File: src/rtl/core/dlr_pkg.sv
package dlr_pkg;

  localparam int COORD_MAX = 63;
  localparam int COORD_W = 6;
  localparam int CODE_W = 8;
  localparam logic [CODE_W-1:0] SPACE_CODE = 8'd32;

  typedef enum logic [1:0] {
    ST_IDLE,
    ST_SETUP,
    ST_EMIT
  } state_t;

  typedef struct packed {
    logic load;
    logic init;
    logic step;
  } cmd_t;

  typedef struct packed {
    logic last;
  } sts_t;

endpackage

File: src/rtl/core/dlr_ctrl.sv
module dlr_ctrl (
  input  logic          clk,
  input  logic          rst,
  input  logic          in_valid,
  output logic          in_ready,
  output logic          out_valid,
  input  logic          out_ready,
  input  dlr_pkg::sts_t sts,
  output dlr_pkg::cmd_t cmd
);

  dlr_pkg::state_t state;
  dlr_pkg::state_t state_next;

  always_ff @(posedge clk) begin
    if (rst) begin
      state <= dlr_pkg::ST_IDLE;
    end else begin
      state <= state_next;
    end
  end

  always_comb begin
    state_next = state;
    in_ready = 1'b0;
    out_valid = 1'b0;
    cmd = '0;
    case (state)
      dlr_pkg::ST_IDLE: begin
        in_ready = 1'b1;
        if (in_valid) begin
          cmd.load = 1'b1;
          state_next = dlr_pkg::ST_SETUP;
        end
      end
      dlr_pkg::ST_SETUP: begin
        cmd.init = 1'b1;
        state_next = dlr_pkg::ST_EMIT;
      end
      dlr_pkg::ST_EMIT: begin
        out_valid = 1'b1;
        if (out_ready) begin
          if (sts.last) begin
            state_next = dlr_pkg::ST_IDLE;
          end else begin
            cmd.step = 1'b1;
          end
        end
      end
      default: begin
        state_next = dlr_pkg::ST_IDLE;
      end
    endcase
  end

endmodule

File: src/rtl/core/dlr_dp.sv
module dlr_dp #(
  parameter int COORD_MAX = dlr_pkg::COORD_MAX
) (
  input  logic                         clk,
  input  dlr_pkg::cmd_t                cmd,
  output dlr_pkg::sts_t                sts,
  input  logic [dlr_pkg::COORD_W-1:0]  start_row,
  input  logic [dlr_pkg::COORD_W-1:0]  start_col,
  input  logic [dlr_pkg::COORD_W-1:0]  end_row,
  input  logic [dlr_pkg::COORD_W-1:0]  end_col,
  input  logic [dlr_pkg::CODE_W-1:0]   glyph,
  input  logic                         mode,
  output logic [dlr_pkg::COORD_W-1:0]  row,
  output logic [dlr_pkg::COORD_W-1:0]  col,
  output logic [dlr_pkg::CODE_W-1:0]   char_code,
  output logic                         last
);

  localparam int CW = dlr_pkg::COORD_W;
  localparam logic [CW-1:0] CMAX = CW'(COORD_MAX);

  logic [CW-1:0] s_row, s_col, e_row, e_col;
  logic [CW-1:0] cur_row, cur_col;
  logic [CW-1:0] remain;
  logic [CW:0]   major2, minor2;
  logic [CW+1:0] err;
  logic          row_major, row_neg, col_neg;

  logic [CW-1:0] d_row, d_col, d_major, d_minor;
  logic          neg_row_w, neg_col_w, row_major_w;
  logic [CW+1:0] err_sum;
  logic          wrap;
  logic [CW-1:0] row_inc, col_inc;

  always_comb begin
    neg_row_w = e_row < s_row;
    neg_col_w = e_col < s_col;
    d_row = neg_row_w ? s_row - e_row : e_row - s_row;
    d_col = neg_col_w ? s_col - e_col : e_col - s_col;
    row_major_w = d_row > d_col;
    d_major = row_major_w ? d_row : d_col;
    d_minor = row_major_w ? d_col : d_row;
    err_sum = err + {1'b0, minor2};
    wrap = err_sum >= {1'b0, major2};
    row_inc = row_neg ? cur_row - CW'(1) : cur_row + CW'(1);
    col_inc = col_neg ? cur_col - CW'(1) : cur_col + CW'(1);
  end

  always_ff @(posedge clk) begin
    if (cmd.load) begin
      s_row <= (start_row > CMAX) ? CMAX : start_row;
      s_col <= (start_col > CMAX) ? CMAX : start_col;
      e_row <= (end_row > CMAX) ? CMAX : end_row;
      e_col <= (end_col > CMAX) ? CMAX : end_col;
      char_code <= mode ? glyph : dlr_pkg::SPACE_CODE;
    end
    if (cmd.init) begin
      cur_row <= s_row;
      cur_col <= s_col;
      row_neg <= neg_row_w;
      col_neg <= neg_col_w;
      row_major <= row_major_w;
      major2 <= {d_major, 1'b0};
      minor2 <= {d_minor, 1'b0};
      err <= {2'b00, d_major};
      remain <= d_major;
    end else if (cmd.step) begin
      remain <= remain - CW'(1);
      err <= wrap ? err_sum - {1'b0, major2} : err_sum;
      if (row_major) begin
        cur_row <= row_inc;
        if (wrap) begin
          cur_col <= col_inc;
        end
      end else begin
        cur_col <= col_inc;
        if (wrap) begin
          cur_row <= row_inc;
        end
      end
    end
  end

  assign row = cur_row;
  assign col = cur_col;
  assign last = (remain == '0);
  assign sts.last = last;

endmodule

File: src/rtl/core/dda_line_rasterizer.sv
// An accepted line is loaded, a setup state initialises the stepper, then the
// points are offered, one point per cycle while out_ready is high; a line of
// n+1 points (up to COORD_MAX+1) ends before the single stepper takes another.
// Reset: rst is synchronous; it returns the controller to idle and drops any
// line in progress.
module dda_line_rasterizer #(
  parameter int COORD_MAX = dlr_pkg::COORD_MAX
) (
  input  logic                         clk,
  input  logic                         rst,
  input  logic                         in_valid,
  output logic                         in_ready,
  input  logic [dlr_pkg::COORD_W-1:0]  start_row,
  input  logic [dlr_pkg::COORD_W-1:0]  start_col,
  input  logic [dlr_pkg::COORD_W-1:0]  end_row,
  input  logic [dlr_pkg::COORD_W-1:0]  end_col,
  input  logic [dlr_pkg::CODE_W-1:0]   glyph,
  input  logic                         mode,
  output logic                         out_valid,
  input  logic                         out_ready,
  output logic [dlr_pkg::COORD_W-1:0]  row,
  output logic [dlr_pkg::COORD_W-1:0]  col,
  output logic [dlr_pkg::CODE_W-1:0]   char_code,
  output logic                         last
);

  dlr_pkg::cmd_t cmd;
  dlr_pkg::sts_t sts;

  dlr_ctrl u_ctrl (
    .clk       (clk),
    .rst       (rst),
    .in_valid  (in_valid),
    .in_ready  (in_ready),
    .out_valid (out_valid),
    .out_ready (out_ready),
    .sts       (sts),
    .cmd       (cmd)
  );

  dlr_dp #(
    .COORD_MAX (COORD_MAX)
  ) u_dp (
    .clk       (clk),
    .cmd       (cmd),
    .sts       (sts),
    .start_row (start_row),
    .start_col (start_col),
    .end_row   (end_row),
    .end_col   (end_col),
    .glyph     (glyph),
    .mode      (mode),
    .row       (row),
    .col       (col),
    .char_code (char_code),
    .last      (last)
  );

`ifndef SYNTHESIS
  a_no_overlap: assert property (@(posedge clk) disable iff (rst)
    !(in_ready && out_valid))
    else $error("input taken while a point is offered");

  a_setup_gap: assert property (@(posedge clk) disable iff (rst)
    (in_valid && in_ready) |=> !out_valid)
    else $error("point offered without setup cycle");

  a_end_of_line: assert property (@(posedge clk) disable iff (rst)
    (out_valid && out_ready && last) |=> (!out_valid && in_ready))
    else $error("line did not end after last point");

  a_in_range: assert property (@(posedge clk) disable iff (rst)
    out_valid |-> (int'(row) <= COORD_MAX && int'(col) <= COORD_MAX))
    else $error("point outside grid");
`endif

endmodule
File: config.mk
export PLATFORM = sky130hd
export DESIGN_NAME = dda_line_rasterizer
export DESIGN_NICKNAME = d
export VERILOG_FILES = /design/src/rtl/core/dlr_pkg.sv /design/src/rtl/core/dlr_ctrl.sv /design/src/rtl/core/dlr_dp.sv /design/src/rtl/core/dda_line_rasterizer.sv
export SDC_FILE = /design/constraint.sdc
export NUM_CORES = 1
export LEC_CHECK = 0
export BUFFER_PORTS_ARGS = -buffer_cell sky130_fd_sc_hd__buf_4
export CORE_MARGIN = 2
export CORE_UTILIZATION = 50
export CTS_CLUSTER_DIAMETER = 60
export DETAILED_ROUTE_END_ITERATION = 10
export GPL_TIMING_DRIVEN = 1
export PLACE_DENSITY = 0.7
export SETUP_SLACK_MARGIN = 0.05
export SLEW_MARGIN = 20
export SYNTH_ARGS = -nofsm -noshare
export SYNTH_HDL_FRONTEND = slang
export SYNTH_HIERARCHICAL = 1
export SYNTH_SLANG_ARGS = --single-unit
File: constraint.sdc
create_clock -name clk -period 10.19 [get_ports clk]
set_clock_uncertainty 0.05 [all_clocks]
set_input_delay 0 -clock clk [delete_from_list [all_inputs] [get_ports clk]]
set_output_delay 0 -clock clk [all_outputs]
set_load 0.1 [all_outputs]
==> impl_metrics.csv, run 1 <==
group,metric,value,unit
run_status,status,"finished, final reports clean",
yosys,syn_inst,475,
worst_hold_path,hp-class,"in -> reg",
placement,gp_congestion,0.860,
detailed_routing,drtAntennaViolNets,0,
final_layout,stdcell_count,690,
timing,relSlewSlack,57.4,%
cts,htree_levels,3,
yosys,synth-seq-cells,75,
detailed_routing,drc,0,
worst_hold_path,hold_depth,4,
cts,clk_pin_slew,80,ps
setup_path,arrival,4300,ps
flow_run,maxCapViolCount,0,
cts,ctsResizeCount,0,
power,ir_worst_vdd,0.142,mV
timing,max_freq,234,MHz
timing,rsz0062_at_grt,"no",
cts,cts-root-buf,"clkbuf_8",
timing,whs,123,ps
final_layout,nets,647,
detailed_routing,wl,11.2,mm
die,die-area,11000,um2
setup_path,slowest_delay,390,ps
cts,cts-buffers-inserted,9,
die,start_util,51.7,%
yosys,syn-cell-area,5080,um2
timing,layout_worst_path_cycle_share,42.0,%
timing,tightest_slew,635,ps
power,powerDensity,230,nW/um2
final_layout,syn_to_final_growth,22.0,%
detailed_routing,vias,3706,
yosys,yosysWarnings,6,
timing,final_max_slew_viol_count,0,
yosys,syn_avg_cell_area,10.7,um2
timing,min_period,4280,ps
die,coreArea,9820,um2
die,rows,36,
detailed_routing,via_per_inst,5.37,
global_route,antenna_found_initial,0,
cts,clk_latency,350,ps
final_layout,fill_cells,795,
global_route,grt_max_degree,49,
yosys,synth_nets,570,
yosys,postSynth.asyncResetShare,0,%
timing,hold_viol,0,
die,io_pins,60,
setup_path,critical-path-top-cell-by-count,"inv_1",
timing,setup-violations-final,0,
placement,dp.cells,632,
final_layout,fin_util,63.1,%
setup_path,required,10210,ps
detailed_routing,dr.pass1.iters,5,
placement,io_buffer_count,59,
global_route,track_usage,21.4,%
setup_path,r2r_cells,15,
final_layout,layout_commonest_cell,"edfxtp_1",
setup_path,start_kind,"register",
cts,cts.path.max_buffers,2,
global_route,overflow,0,
die,die_height,105,um
die,die_x,105,um
power,p_leak,0.00274,uW
placement,dp_hpwl,7.88,mm
global_route,grt_pass1_vias,3916,
cts,cts.sinks,75,
timing,fin_setup_tns,0,ps
final_layout,drive_above_1_share,16.2,%
global_route,grt_pass1_wl,18.6,mm
yosys,yosysSeqAreaShare,43.5,%
yosys,synth_edf_count,71,
yosys,ys_types,57,
setup_path,cp_slowest_cell,"edfxtp_1",
setup_path,crit_path_max_fanout,16,
final_layout,final_cell_mix,"edfxtp_1 (71), buf_4 (61), inv_1 (59)",
detailed_routing,drtIter0Drc,222,
cts,cts_tree,"built",
setup_path,crit_chain,"inv_1 > ha_1 > inv_1 > fa_1 > a21o_1 > a31oi_4 > mux2i_1 > xor2_1 > inv_1 > ha_1 > a2111oi_0 > a21oi_1 > buf_4 > nor2_1 > a222oi_1",
yosys,ys.flop_type,"edfxtp_1",
setup_path,critPathKind,"reg -> reg",
final_layout,antenna_cells,0,
setup_path,crit_path_end_kind,"register",
detailed_routing,wl_per_cell,16.3,um
layout make-up:
class / count / area, um2 / area share, %
clock inverters: 6 / 104 / 1.67
inverters: 59 / 221 / 3.57
multi-input cells: 304 / 2490 / 40.2
flip-flops and latches: 75 / 2210 / 35.7
clock buffers: 10 / 128 / 2.06
well taps: 133 / 166 / 2.68
repair buffers: 103 / 878 / 14.2
critical path: cells and delay by family (launching register included):
| family | cells | cell delay [ps] |
|---|---|---|
| AO/OA/AOI/OAI | 5 | 1190 |
| XOR/XNOR | 1 | 380 |
| adder cells (fa/ha/maj) | 3 | 870 |
| buffers and inverters | 4 | 450 |
| flip-flops | 1 | 390 |
| multiplexers | 1 | 280 |
| AND/OR/NAND/NOR | 1 | 380 |
report_power, final:
part	internal [uW]	total, uW	switching, uW
registers	410	433	22.8
logic	294	725	431
clock network	161	270	109
worst paths after layout:
check	slack [ps]	from	end
max	5910	u_dp/e_row[0]	u_dp/err[5]
min	120	out_ready	u_dp/err[6]
max reg2reg	5910	u_dp/e_row[0]	u_dp/err[5]
min reg2reg	460	u_dp/err[6]	u_dp/err[6]
cell usage after synthesis, types with 3 or more instances:
library cell / n / area (um2)
inv_1: 59 / 221
xnor2_1: 14 / 123
a211oi_1: 6 / 45.0
o21a_1: 5 / 37.5
nor2b_1: 4 / 25.0
nand2_1: 24 / 90.1
fa_1: 8 / 160
mux2_2: 4 / 45.0
a21oi_1: 22 / 110
o21bai_1: 3 / 22.5
nor3_1: 8 / 40.0
edfxtp_1: 71 / 2130
a222oi_1: 3 / 30.0
a221oi_1: 9 / 78.8
o21ai_0: 22 / 110
and2_1: 13 / 81.3
dfxtp_1: 4 / 80.1
nand2b_1: 3 / 18.8
nor3b_1: 3 / 22.5
a21o_1: 14 / 105
mux2i_1: 22 / 220
nor2_1: 13 / 48.8
nand3b_1: 6 / 45.0
xor2_1: 11 / 96.3
clkbuf_1: 32 / 120
ha_1: 50 / 626
nand3_1: 4 / 20.0
kinds of logic (layout without fill, tap and decap cells):
family / count (synthesis) / count (layout) / share of synthesized area [%]
simple gates: 96 / 96 / 10.7
fa+ha+maj: 58 / 58 / 15.5
buf+inv: 96 / 178 / 7.44
flops: 75 / 75 / 43.5
mux: 26 / 26 / 5.22
compound gates: 99 / 99 / 13.3
xor+xnor: 25 / 25 / 4.31
metrics by stage:
step | setup slack (ps) | power (uW) | area, um2
global route | 5640 | 1520 | 6200
finish | 5910 | 1430 | 6200
global placement | 6200 | 1120 | 5550
CTS | 5950 | 1430 | 6200
floorplan | 5770 | 985 | 5080
detailed placement | 5980 | 1140 | 5550
layer usage:
metal | GRT usage (%) | vias up | wire length [um]
li1 | - | 1827 | -
met4 | 9.24 | 0 | 199
met3 | 3.68 | 16 | 501
met1 | 26.2 | 1769 | 4810
met5 | 0 | - | 0
met2 | 37.1 | 94 | 5700
registers in the layout (all words and copies together), names as in the netlist:
name,count
u_dp/char_code,8
u_dp/err,8
u_dp/col,6
u_dp/e_col,6
u_dp/e_row,6
u_dp/major2,6
u_dp/minor2,6
u_dp/remain,6
u_dp/row,6
u_dp/s_col,6
u_dp/s_row,6
u_ctrl/state,2
u_dp/col_neg,1
u_dp/row_major,1
u_dp/row_neg,1
what timing repair did:
action / 4_1_cts / 5_1_grt
endpoints found under the hold margin: 34 / 0
endpoints found under the setup margin: 0 / 0
buffers inserted: 0 / 0
hold buffers: 42 / 0
Note: power is estimated with default switching activity, not from simulation.
==> run 2: changes to the inputs <==
- PLACE_DENSITY: 0.7 -> 0.73
- clock period: 10.19 -> 3.8 ns (I/O delays scaled with it)
==> impl_metrics.csv, run 2 (synthesis gave the netlist of run 1 again) <==
group,metric,value,unit
run_status,status,"complete, but fails checks",
run_status,violations,"negative setup slack",
die,start_util,51.7,%
placement,dp_hpwl,8.04,mm
power,power_frac_clock,19.1,%
power,p_int,2820,uW
cts,htree_levels,3,
detailed_routing,wl_per_cell,16.7,um
power,swShare,38.0,%
timing,final_max_slew_viol_count,0,
detailed_routing,drc,0,
power,p_sw,1730,uW
die,die_height,105,um
cts,clk_pin_slew,70,ps
die,die-area,11000,um2
detailed_routing,drtIter0Drc,243,
timing,layout_worst_path_cycle_share,101,%
setup_path,crit_path_max_fanout,6,
final_layout,nets,674,
global_route,antenna_found_initial,0,
final_layout,syn_to_final_growth,31.8,%
setup_path,crit_path_end_kind,"register",
final_layout,drive_above_1_share,25.7,%
setup_path,crit_chain,"inv_2 > ha_4 > inv_2 > fa_2 > a21o_1 > a31oi_4 > mux2i_1 > xor2_1 > inv_1 > ha_4 > a2111oi_4 > a21oi_1 > buf_4 > buf_6 > mux2_4 > mux2i_1",
worst_hold_path,hp-start,"out_ready",
timing,relSlewSlack,54.3,%
timing,fin_setup_tns,-93.3,ps
global_route,grt_pass1_wl,19.2,mm
timing,tightest_slew,684,ps
timing,min_period,3840,ps
detailed_routing,via_per_inst,5.50,
worst_hold_path,whs_endpoint,"u_dp/err[6]",
timing,setup-violations-final,4,
final_layout,reg_top3,"u_dp/char_code: 8 flops, u_dp/err: 8 flops",
detailed_routing,vias,3941,
setup_path,reg2reg_to,"u_dp/remain[1]",
setup_path,slowest_delay,410,ps
setup_path,start_kind,"register",
die,rows,36,
die,coreArea,9820,um2
power,combPwrFrac,55.4,%
global_route,track_usage,22.4,%
cts,cts.path.max_buffers,2,
power,p_leak,0.00291,uW
cts,clk_latency,370,ps
setup_path,critPathKind,"reg -> reg",
detailed_routing,wl,12.0,mm
setup_path,required,3970,ps
detailed_routing,drtAntennaViolNets,0,
placement,placed_area,5720,um2
cts,cts-root-buf,"clkbuf_8",
power,ir_worst_vdd,0.380,mV
setup_path,r2r_setup_slack,-40,ps
setup_path,arrival,4010,ps
detailed_routing,dr.pass1.iters,6,
power,seqPwrFrac,25.5,%
flow_run,maxCapViolCount,0,
power,powerDensity,680,nW/um2
final_layout,antenna_cells,0,
global_route,overflow,0,
final_layout,final_cell_area,6700,um2
final_layout,layout_commonest_cell,"buf_4",
setup_path,cp_slowest_cell,"edfxtp_1",
timing,hold_viol,0,
timing,max_freq,260,MHz
global_route,grt_pass1_vias,4082,
setup_path,r2r-start,"u_dp/e_row[0]",
timing,rsz0062_at_grt,"yes",
die,io_pins,60,
worst_hold_path,hp-class,"in -> reg",
cts,cts.sinks,75,
final_layout,final_cell_mix,"buf_4 (85), edfxtp_1 (71), inv_1 (57)",
placement,gp_congestion,0.920,
placement,io_buffer_count,59,
cts,cts-buffers-inserted,9,
cts,cts_tree,"built",
worst_hold_path,hold_depth,4,
setup_path,r2r_cells,16,
global_route,grt_max_degree,48,
timing,setup_ws,-41.2,ps
die,die_x,105,um
[run 2: cell types whose count changed in the layout (fill, tap and decap cells not counted), moves of 4 or more]
cell and change:
o21ai_1 +4, mux2i_1 -8, buf_4 +24, o21ai_0 -4, mux2i_2 +5
[run 2: worst max path at each step]
stage                    from              to  slack, ps  cells past startpoint
4_1_cts         u_dp/e_row[0]  u_dp/remain[4]         10                     16
3_5_place_dp    u_dp/e_row[0]  u_dp/remain[5]       -110                     15
2_1_floorplan   u_dp/e_row[0]  u_dp/remain[4]        130                     15
5_1_grt         u_dp/e_row[0]  u_dp/remain[1]       -140                     16
6_report        u_dp/e_row[0]  u_dp/remain[1]        -40                     16
3_3_place_gp   u_dp/minor2[2]     u_dp/row[3]          3                     12
[run 2: layout make-up]
type	instances	area (um2)
clock buffers	11	131
clock inverters	5	150
fillers	727	3120
inverters	59	221
multi-input cells	304	2720
flip-flops and latches	75	2210
well taps	133	166
repair buffers	130	1100
[run 2: stage by stage]
| stage | std cells | setup WS (ps) | hold WS, ps | total power (uW) | util [%] |
|---|---|---|---|---|---|
| after floorplan | 475 | 128 | 22.4 | 2640 | - |
| after CTS | 713 | 12.6 | 108 | 4200 | 65.6 |
| after detailed placement | 654 | -109 | 123 | 3230 | 58.2 |
| after global placement | 654 | 3.35 | 116 | 3180 | 58.2 |
| final | 717 | -41.2 | 122 | 4550 | 68.2 |
| after global routing | 717 | -145 | 134 | 4810 | 68.2 |
[run 2: timing repair]
| item | CTS | global route |
|---|---|---|
| pin swaps | 1 | 10 |
| hold buffers | 42 | 0 |
| gates resized for setup | 9 | 44 |
| endpoints found under the setup margin | 15 | 27 |
| setup buffers | 1 | 4 |
| hold endpoints to repair | 34 | 0 |
[run 2: routing by layer]
metal / routed length (um) / vias to the layer above / GRT usage, %
met5: 0 / - / 0
met4: 294 / 0 / 8.29
met3: 603 / 23 / 5.05
met2: 6260 / 110 / 39.6
met1: 4800 / 1928 / 26.5
li1: - / 1880 / -
[run 2: power by group through the flow]
| stage | combinational [uW] | clock (uW) | sequential, uW |
|---|---|---|---|
| 2_1_floorplan | 1320 | 0 | 1320 |
| 3_3_place_gp | 2010 | 0 | 1170 |
| 3_5_place_dp | 2060 | 0 | 1180 |
| 4_1_cts | 2160 | 876 | 1160 |
| 5_1_grt | 2720 | 916 | 1170 |
| 6_report | 2520 | 870 | 1160 |
[run 2: critical path: cells and delay by family, from the launching register on]
kind,cells,cell delay (ps)
compound gates,4,910
fa+ha+maj,3,780
mux,3,740
buf+inv,5,560
flops,1,410
xor+xnor,1,240
==> run 3: changes to the inputs <==
- CORE_UTILIZATION: 50 -> 49
- PLACE_DENSITY: 0.73 -> 0.72
- clock period: 3.8 -> 3.4 ns (I/O delays scaled with it)
==> impl_metrics.csv, run 3 (synthesis gave the netlist of run 1 again) <==
group,metric,value,unit
cts,clk_latency,360,ps
timing,setup-violations-final,30,
placement,gp_congestion,0.886,
setup_path,reg2reg_to,"u_dp/remain[4]",
global_route,grt_pass1_vias,4054,
timing,relSlewSlack,55.6,%
setup_path,cp-startpoint,"u_dp/e_row[0]",
final_layout,drive_above_1_share,31.5,%
setup_path,r2r-start,"u_dp/e_row[0]",
timing,rsz0062_at_grt,"yes",
die,start_util,49.9,%
detailed_routing,wl,12.1,mm
final_layout,syn_to_final_growth,37.5,%
power,power.total,5110,uW
die,die_height,106,um
detailed_routing,vias,3927,
cts,cts-buffers-inserted,9,
die,io_pins,60,
detailed_routing,drtAntennaViolNets,0,
worst_hold_path,hp-start,"out_ready",
setup_path,required,3520,ps
final_layout,final_cell_mix,"buf_4 (121), edfxtp_1 (71), inv_1 (58)",
timing,max_freq,271,MHz
timing,min_period,3690,ps
flow_run,maxCapViolCount,0,
power,p_int,3120,uW
global_route,track_usage,22.4,%
detailed_routing,wl_per_cell,16.0,um
timing,tightest_slew,665,ps
die,rows,37,
die,die-area,11200,um2
timing,hold_viol,0,
placement,io_buffer_count,59,
final_layout,nets,713,
run_status,violations,"negative setup slack",
timing,setup_ws,-290,ps
setup_path,r2r_cells,18,
setup_path,crit_path_max_fanout,7,
global_route,overflow,0,
cts,cts.sinks,75,
final_layout,fill_cells,756,
cts,htree_levels,3,
power,powerDensity,732,nW/um2
power,power_frac_clock,14.8,%
cts,cts.path.max_buffers,2,
cts,cts_tree,"built",
power,swShare,38.9,%
global_route,grt_busiest_layer,"met2",
global_route,met1_usage,27.4,%
power,p_leak,0.00308,uW
global_route,use_met3,3.46,%
cts,cts-root-buf,"clkbuf_8",
setup_path,critPathKind,"reg -> reg",
detailed_routing,drc,0,
setup_path,endpoint,"u_dp/remain[4]",
power,ir_worst_vdd,0.470,mV
worst_hold_path,hp-class,"in -> reg",
detailed_routing,dr.pass1.iters,6,
die,die_x,106,um
global_route,met2_usage,39.4,%
power,p_sw,1990,uW
detailed_routing,via_per_inst,5.17,
timing,final_max_slew_viol_count,0,
setup_path,start_kind,"register",
die,coreArea,10200,um2
final_layout,antenna_cells,0,
global_route,grt_max_degree,48,
global_route,grt_pass1_wl,19.4,mm
setup_path,arrival,3810,ps
setup_path,r2r_setup_slack,-290,ps
cts,clk_pin_slew,80,ps
power,combPwrFrac,59.9,%
run_status,status,"complete, but fails checks",
setup_path,crit_path_end_kind,"register",
global_route,antenna_found_initial,0,
power,seqPwrFrac,25.3,%
final_layout,reg_top3,"u_dp/char_code: 8 flops, u_dp/err: 8 flops",
placement,dp_hpwl,8.46,mm
final_layout,layout_commonest_cell,"buf_4",
placement,pre_cts_slack,-336,ps
timing,layout_worst_path_cycle_share,109,%
detailed_routing,drtIter0Drc,160,
[run 3: cell types whose count changed in the layout (fill, tap and decap cells not counted), moves of 3 or more]
cell	before	now
buf_4	85	121
a21oi_2	1	4
bufinv_16	5	2
a21oi_1	21	18
buf_6	2	5
[run 3: what timing repair did]
item                                    4_1_cts  5_1_grt
hold buffers                                 42        0
hold endpoints to repair                     34        0
resized for setup                            21       24
endpoints found under the setup margin       37       39
pin swaps                                     8        9
setup buffers                                 7        4
gates cloned                                  0        0
[run 3: worst min path at each step]
stage	to	depth (start not counted)
2_1_floorplan	u_ctrl/state[1]	1
3_3_place_gp	u_ctrl/state[1]	2
3_5_place_dp	u_ctrl/state[1]	2
4_1_cts	u_dp/err[6]	4
5_1_grt	u_dp/err[6]	4
6_report	u_dp/err[6]	4
[run 3: area by class of cell]
type | count | area (um2) | area share [%]
Clock buffer | 10 | 128 | 1.83
Clock inverter | 6 | 90.1 | 1.29
Inverter | 59 | 221 | 3.17
Multi-Input combinational cell | 304 | 2770 | 39.6
Sequential cell | 75 | 2210 | 31.7
Tap cell | 136 | 170 | 2.44
Timing Repair Buffer | 169 | 1400 | 20.0
[run 3: metrics by stage]
| step | cell area [um2] | TNS, ps | hold slack [ps] | util [%] | cells |
|---|---|---|---|---|---|
| 6_report | 6990 | -4090 | 122 | 68.6 | 759 |
| 3_5_place_dp | 6040 | -5210 | 119 | 59.3 | 690 |
| 5_1_grt | 6990 | -8550 | 156 | 68.6 | 759 |
| 2_1_floorplan | 5160 | -2060 | 22.4 | - | 475 |
| 3_3_place_gp | 6040 | -2920 | 115 | 59.3 | 690 |
| 4_1_cts | 6820 | -2170 | 110 | 67.0 | 755 |
[run 3: critical path: stages (launching register included)]
cell and delay [ps]:
edfxtp_1 390, inv_1 70, ha_2 170, inv_2 40, fa_2 330, a21o_1 210
a31oi_4 240, buf_6 150, mux2i_4 230, xnor2_2 140, inv_1 90, ha_1 320
nand4_1 130, o22ai_2 180, a21oi_2 50, buf_6 140, and2_4 170, and2_4 180
a221oi_4 230
[run 3: power groups by stage]
stage	clock [uW]	sequential [uW]	combinational, uW
CTS	772	1290	2800
floorplan	0	1470	1580
global route	808	1310	3300
detailed placement	0	1310	2600
finish	756	1290	3060
global placement	0	1310	2520
[run 3: per-layer routing]
metal	part of all wire [%]	up-vias
li1	-	1960
met1	41	1863
met2	52	88
met3	4.3	16
met4	2.5	0
met5	0	-
